==> src/sv/psq_pkg.sv <==
// Shared types and codes for the pair sort priority queue.
`timescale 1ns / 1ps

package psq_pkg;

    // One stored pair; packed so that a plain compare orders word first, doc second
    typedef struct packed {
        logic [63:0] word;
        logic [63:0] doc;
    } pair_t;

    // Operation codes on the action field
    localparam logic ACT_LOAD = 1'b0;
    localparam logic ACT_PULL = 1'b1;

    // Result status codes
    localparam logic [1:0] STATUS_OK    = 2'd0;
    localparam logic [1:0] STATUS_EMPTY = 2'd1;
    localparam logic [1:0] STATUS_FULL  = 2'd2;

    // Command broadcast to every cell of the chain
    typedef struct packed {
        logic load;   // insert the broadcast pair in order
        logic pull;   // shift every entry one cell toward the head
    } cell_cmd_t;

endpackage

==> src/sv/psq_cell.sv <==
// One cell of the sorted chain: holds a single pair and its valid bit.
`timescale 1ns / 1ps

module psq_cell (
    input  logic              clk,
    input  logic              rst_n,
    input  psq_pkg::cell_cmd_t cmd,
    input  psq_pkg::pair_t    new_pair,
    input  psq_pkg::pair_t    prev_pair,
    input  logic              prev_valid,
    input  logic              prev_gt,
    input  psq_pkg::pair_t    next_pair,
    input  logic              next_valid,
    output psq_pkg::pair_t    pair,
    output logic              valid,
    output logic              gt
);
    import psq_pkg::*;

    pair_t pair_reg;
    pair_t pair_next;
    logic  valid_reg;
    logic  valid_next;

    // New pair goes ahead of this cell's content; an empty cell counts as infinite
    assign gt = !valid_reg || (new_pair < pair_reg);

    // Next content: shift toward head on pull, ordered insert on load
    always_comb
    begin
        pair_next  = pair_reg;
        valid_next = valid_reg;
        if (cmd.pull)
        begin
            pair_next  = next_pair;
            valid_next = next_valid;
        end
        else if (cmd.load)
        begin
            valid_next = valid_reg || prev_valid;
            if (gt)
            begin
                pair_next = prev_gt ? prev_pair : new_pair;
            end
        end
    end

    // Valid bit under reset
    always_ff @(posedge clk or negedge rst_n)
    begin
        if (!rst_n)
        begin
            valid_reg <= 1'b0;
        end
        else
        begin
            valid_reg <= valid_next;
        end
    end

    // Payload, no reset
    always_ff @(posedge clk)
    begin
        pair_reg <= pair_next;
    end

    assign pair  = pair_reg;
    assign valid = valid_reg;

endmodule

==> config.mk <==
export PLATFORM = sky130hd
export DESIGN_NAME = psq_cell
export DESIGN_NICKNAME = d
export VERILOG_FILES = /design/src/sv/psq_pkg.sv /design/src/sv/psq_cell.sv
export SDC_FILE = /design/constraint.sdc
export NUM_CORES = 1
export LEC_CHECK = 0
export ABC_AREA = 1
export BUFFER_PORTS_ARGS = -buffer_cell sky130_fd_sc_hd__clkbuf_2
export CAP_MARGIN = 20
export CORE_AREA = 2 2 201 203
export DETAILED_ROUTE_END_ITERATION = 6
export DIE_AREA = 0 0 203 205
export SLEW_MARGIN = 20
export SYNTH_ARGS = -nofsm -noshare
export SYNTH_HDL_FRONTEND = slang
export SYNTH_SLANG_ARGS = --single-unit
==> constraint.sdc <==
create_clock -name clk -period 5.25 [get_ports clk]
set_input_delay 0 -clock clk [delete_from_list [all_inputs] [get_ports clk]]
set_output_delay 0 -clock clk [all_outputs]
set_load 0.005 [all_outputs]
; Word-level counts from Yosys, hierarchy flattened
; Index checks and enable logic that the tools add are counted.
[word_totals]
reg_bits = 129
out_inout_bits = 130
wordCells = 16
[op_classes]
magnitude_cmp = 1
muxes = 6
n_reduce_logical = 6
[op_table]
columns = cell, n
row1 = $mux 128, 4
row2 = $lt 128x128->1, 1
row3 = $reduce_bool 2->1, 2
row4 = $logic_or 1x1->1, 2
row5 = $mux 1, 2
row6 = $reduce_and 2->1, 1
row7 = $logic_not 1->1, 1

; Depth between registers and ports, before layout
; Gate-level depths: netlist of the first run.
[logic_depth]
word_depth = 5
ltp_mapped = 19

; Worst setup path after synthesis of the first run
; No wires, ideal clock.
[synth_timing]
path_type = register to register
startpoint = register pair_reg, in the netlist pair[123]
endpoint = register pair_reg, in the netlist pair[0] (enable)
setup_ns = 1.108
t_arrival_ns = 3.697
t_required_ns = 4.142
setup_slack_ns = 0.445
path_stages_with_launch = 14
path_cell_list = edfxtp_1 > inv_1 > ha_1 > nand2_2 > nor4_4 > nand2_2 > nor2_4 > nand3_2 > a21oi_2 > nor2_1 > nand2_1 > nand2_2 > nand2_1 > nand2_1
[synth_via]
elab_chain_len = 4
[synth_rtl]
columns = item, line_no
row1 = start: declaration, psq_cell.sv:20  ; pair_t pair_reg;
row2 = start signal: assignment, psq_cell.sv:64  ; pair_reg <= pair_next;
row3 = $lt 128x128->1, psq_cell.sv:26  ; assign gt = !valid_reg || (new_pair < pair_reg);
row4 = $logic_or 1x1->1, psq_cell.sv:26
row5 = named net gt, psq_cell.sv:16  ; output logic gt
row6 = $reduce_bool 2->1 (no line), n/a
row7 = $reduce_and 2->1 (no line), n/a
; The timed path passes the listed nets, and every way through them passes these cells.
; A chain may end at the register's enable or synchronous reset.

; Final worst setup path of the first run
[layout_timing]
startpoint = register pair_reg, in the netlist pair[125]
endpoint = register pair_reg, in the netlist pair[10] (enable)
[layout_via]
elab_chain_len = 4
[layout_rtl]
columns = item, line_no
row1 = $lt 128x128->1, psq_cell.sv:26
row2 = $logic_or 1x1->1, psq_cell.sv:26
row3 = $reduce_bool 2->1 (no line), n/a
row4 = $reduce_and 2->1 (no line), n/a
; No other way between the ends.

==> metrics, run 1 <==
first-pass GRT wire length 62,600 µm; clock skew approximately 15 ps; Pwr per Cell Area about 230 mW/mm²; fin. max-slew vios 0; setup bufs post-CTS 0; CTS tree yes; Routed WL 42,300 µm; post-place instance area 0.0128 mm²; ys flop type edfxtp_1; die area 0.0416 mm²; global route overflow 0; ANT nets after route 0; post-CTS resize count 0; Max VDD drop approximately 0.21 mV; vias in the first global route 11,637; Gate Count Post-Synth about 1,200; critical path class flop to flop; DRC 0; CTS Hold Bufs 259; status completed; CP Capture Type flop; Die W 203 µm; largest fanout on the critical path 52; crit path from pair[125]; Total Nets Final around 2,500; drt pass-1 iters 5; R2R Setup Slk approximately 1900 ps; critical path's slowest cell buf_4; most frequent cells in the layout 518 x clkbuf_2, 322 x a21oi_1, 259 x dlygate4sd3_1; FF/Latch Area 0.00387 mm²; synth warn 0; critical path's most frequent cell nand2_1; commonest non-fill, non-tap cell in the layout clkbuf_2; Max stage delay on crit path 460 ps; die extent in y 205 µm; filler instances 3,967; hold crit path type input port to flop; arrival time at the worst endpoint between 3000 and 4000 ps; reg2reg end pair[10]; Final min period 3390 ps; Max clock buf depth 2; sequential area share after synthesis 39.9%; flops & latches, synth 129; Final Cycle Share 64.6%; multi-input logic area 0.00507 mm²; CP cell instances inv_1, ha_1, nand2_1, nor4_4, nand2_2, nor2_4, nand3_2, nor2_1, nand2_1, nand2_1, nand2_2, nand2_1, nand2_4, buf_4; All-Layer GR Usage 19.5%; CP startpoint kind flop; clock insertion delay at the later pin of the skew report 430 ps; CTS clk-pin slew, worst paths around 70 ps; IO Pins ~520; Req. time, crit path 5400 ps; # port buffers 520; largest net degree at the start of global routing 91; fin area around 0.016 mm²; worst reg2reg path depth 14; leakage 8.02 nW; slew margin rel. between 30% and 40%; Yosys cell types 25; via count 11,701; n_diodes 0; CTS buffer count 17; Synth Cell Area 0.00970 mm²; Core Area 0.0394 mm²; H-tree levels 4; EDFF count, synth 128; clk root buf clkbuf_16; FFs w/ async S/R, synth 0.775%; worst slew pin tran 976 ps; Syn-to-layout area delta 65.1%; final setup fails 0; Max-Cap Viols 0; Clock Sinks 129; final hold violation count 0; Syn Area/Cell 7.88 µm²; unrepaired setup endpoints after global routing no; HPWL after DPL approximately 32,000 µm; routability cong. 0.911; syn_nets 1,749; initial antenna violation count 2; FP Rows 73; final setup TNS 0 ps; Max Fclk approximately 0.30 GHz; Initial DRC Count 761; CP endpoint pair[10]; DR vias/cell between 4 and 5; r2r startpoint pair[125]; WL per Instance 16.8 µm; Initial Utilization 24.6%; max reg flops ~130; share of cells above drive strength 1 28.5%
==> power breakdown <==
group	internal [mW]	leakage [nW]	switching, mW
registers	1.28	1.29	0.0637
logic	0.552	6.46	0.584
clock network	0.739	0.269	0.473
==> worst max-delay path, delay by kind of cell, from the launching register on <==
kind | cells | cell delay (ps)
flops | 1 | 360
fa+ha+maj | 1 | 290
simple gates | 11 | 1900
buf+inv | 2 | 510
==> synthesized netlist by cell type (2+ instances only) <==
library cell	count	area (µm²)
a21oi_1	322	1610
nand2_1	220	826
nor2_1	162	608
inv_1	148	556
edfxtp_1	128	3840
ha_1	127	1590
clkbuf_1	52	195
o21ai_0	22	110
nand3_1	11	55.1
nand4_1	10	62.6
nor3_1	6	30.0
buf_1	4	15.0
nand2_2	3	18.8
o211ai_1	3	22.5
nand3b_1	2	15.0
o21a_1	2	15.0
==> area by class of cell <==
cell class	instances	share of cell area, %
Timing Repair Buffer	789	33.0
Clock buffer	20	2.73
Clock inverter	12	0.883
Multi-Input combinational cell	898	31.7
Inverter	148	3.50
Tap cell	525	4.10
Sequential cell	129	24.2
==> how the worst min path moves through the flow <==
stage	slack (ps)	end	startpoint	cells after the start
CTS	10	pair[127]	new_pair[127]	3
detailed placement	-220	valid	rst_n	1
floorplan	-300	valid	rst_n	0
global route	9	pair[127]	new_pair[127]	3
finish	50	pair[127]	new_pair[127]	3
global placement	-220	valid	rst_n	1
==> cell families after synthesis <==
kind of cell               Yosys count  synth area share, %
AOI/OAI and AO/OA                  351                 18.3
adders and majority gates          127                 16.4
buffers and inverters              204                 7.90
DFF                                129                 39.9
and+or+nand+nor                    420                 17.5
==> stage by stage <==
stage | total power, mW | hold WS (ps) | utilization (%) | std cells | worst slack (ps)
2_1_floorplan | 1.82 | -296 | - | 1231 | 445
3_3_place_gp | 2.27 | -222 | 32.6 | 2230 | 1770
3_5_place_dp | 2.29 | -223 | 32.6 | 2230 | 1750
4_1_cts | 3.71 | 13.1 | 40.7 | 2521 | 1730
5_1_grt | 3.91 | 9.07 | 40.7 | 2521 | 1440
6_report | 3.69 | 49.1 | 40.7 | 2521 | 1860
==> per-layer routing <==
layer	global-route usage [%]	up-vias	wire (µm)	share of wire [%]
met5	0	-	18	0.043
met4	7.19	4	1370	3.2
met3	4.26	95	2750	6.5
met2	34.5	523	20900	49
met1	23.1	5394	17200	41
li1	-	5685	-	-
(Power assumes the default switching activity.)
==> inputs of run 2 (changes only) <==
clock period = 3 ns   (was 5.25 ns; I/O delays follow)
==> run 2 against run 1 <==
Effect of this change: the run now ends with hold timing left; maximum frequency rose by 25%; non-clock buffer count rose by 3; design area rose by 1.2%; total power rose by 80%; via count rose by 0.98%; register-to-register slack got worse by 1600 ps; wire length rose by 1.8%; sequential power rose by 75%; final cell count rose by 0.16%; hold slack got worse by 52 ps; critical path type unchanged; clock skew fell by 4.5 ps; worst setup slack got worse by 1600 ps.
==> metrics, run 2 (synthesized netlist as in run 1, its figures left out) <==
routability cong. 0.946; All-Layer GR Usage 20.2%; Req. time, crit path 3160 ps; most frequent cells in the layout 518 x clkbuf_2, 320 x a21oi_1, 257 x dlygate4sd3_1; setup bufs post-CTS 0; ANT nets after route 0; Core Area 0.0394 mm²; largest fanout on the critical path 45; Max-Cap Viols 0; final hold violation count 1; FP Rows 73; # port buffers 520; clock skew 10.6 ps; DRC 0; fin util about two fifths; global route overflow 0; CTS tree yes; drt pass-1 iters 5; hold crit path type input port to flop; via count roughly 12,000; die area 0.0416 mm²; CTS buffer count 17; worst slew pin tran 588 ps; commonest non-fill, non-tap cell in the layout clkbuf_2; CP startpoint kind flop; Min-Delay Path Depth 3; clock insertion delay at the later pin of the skew report ~440 ps; final setup fails 0; DR vias/cell 4.68; Max VDD drop 0.325 mV; Hold Slack -3.14 ps; leakage 8.10 nW; first-pass GRT wire length 64,500 µm; max reg flops 128; share of cells above drive strength 1 29.1%; Die W between 200 and 250 µm; slew margin rel. 60.8%; Pwr per Cell Area 411 mW/mm²; vias in the first global route between 10,000 and 15,000; H-tree levels 4; Routed WL 43,100 µm; Final Cycle Share 90.5%; Syn-to-layout area delta 67.0%; clk root buf clkbuf_16; HPWL after DPL 32,400 µm; fin. max-slew vios 0; unrepaired setup endpoints after global routing no; status complete, but fails checks; worst reg2reg path depth 14; Max Fclk 0.368 GHz; initial antenna violation count 3; failing checks hold timing; die extent in y 205 µm; total power 6.65 mW; WL per Instance 17.1 µm; CTS clk-pin slew, worst paths 60 ps; Initial DRC Count 897; critical path class flop to flop; largest net degree at the start of global routing 95; R2R Setup Slk approximately 290 ps; Clock Sinks 129; CP Capture Type flop; Max clock buf depth 2; Final min period 2710 ps; IO Pins 521; Initial Utilization 24.6%; arrival time at the worst endpoint 2870 ps; Total Nets Final ~2,500; final setup TNS 0 ps
==> run 2: changes by cell type in the layout (fill, tap and decap cells not counted), moves of 2 or more <==
cell,previous run,this run
a21oi_1,322,320
a21oi_2,1,3
dlygate4sd3_1,259,257
buf_4,12,10
nor2_1,162,160
clkinv_4,0,4
nor2_2,0,2
clkbuf_1,3,1
buf_12,0,6
==> run 2: metrics by stage <==
| step | cells | setup slack, ps | instance area [µm²] | hold slack, ps |
|---|---|---|---|---|
| finish | 2525 | 286 | 16200 | -3.14 |
| global route | 2524 | 7.07 | 16200 | 9.44 |
| CTS | 2524 | 53.2 | 16200 | 2.58 |
| detailed placement | 2235 | 61.1 | 13000 | -222 |
| global placement | 2235 | 17.4 | 13000 | -222 |
| floorplan | 1231 | 182 | 9700 | -296 |
==> run 2: final timing paths <==
kind	startpoint	endpoint
max	pair[123]	pair[46]
max in group asynchronous	rst_n	valid
min	next_pair[30]	pair[30]
max reg2reg	pair[123]	pair[46]
min reg2reg	valid	pair[119]
min in group asynchronous	rst_n	valid
==> run 2: power by group <==
group | total (mW) | switching, mW | internal (mW)
clock | 2.26 | 0.877 | 1.39
sequential | 2.34 | 0.107 | 2.23
combinational | 2.05 | 1.05 | 0.995
total | 6.65 | 2.04 | 4.61
==> run 2: layout make-up <==
type / instances / area, µm²
clock inverter: 14 / 190
fill: 3956 / 23200
inverter: 148 / 561
tap: 525 / 657
multi-input combinational: 898 / 5100
timing repair buffer: 792 / 5390
antenna: 1 / 2.50
clock buffer: 18 / 429
sequential: 129 / 3870
==> run 2: repair_timing <==
action                                  4_1_cts  5_1_grt
resized for setup                             0        7
hold endpoints to repair                    129        0
hold buffers                                257        0
endpoints found under the setup margin        0      123
==> run 2: metal layers <==
metal	vias up	track usage, %	part of all wire [%]
li1	5707	-	-
met1	5392	24.0	41
met2	591	34.2	48
met3	122	5.27	7.7
met4	4	9.07	3.9
met5	-	0	0.046
==> run 2: critical path, stage by stage (launching register included) <==
cell and delay (ps):
edfxtp_1 350, inv_1 50, ha_1 300, nand2_2 90, nor4_4 340, nand2_2 130, nor2_4 190, nand3_2 120
a21oi_2 150, nor2_2 60, nand2_1 80, nand2_2 50, nand2_1 150, nand2_8 110, buf_16 240
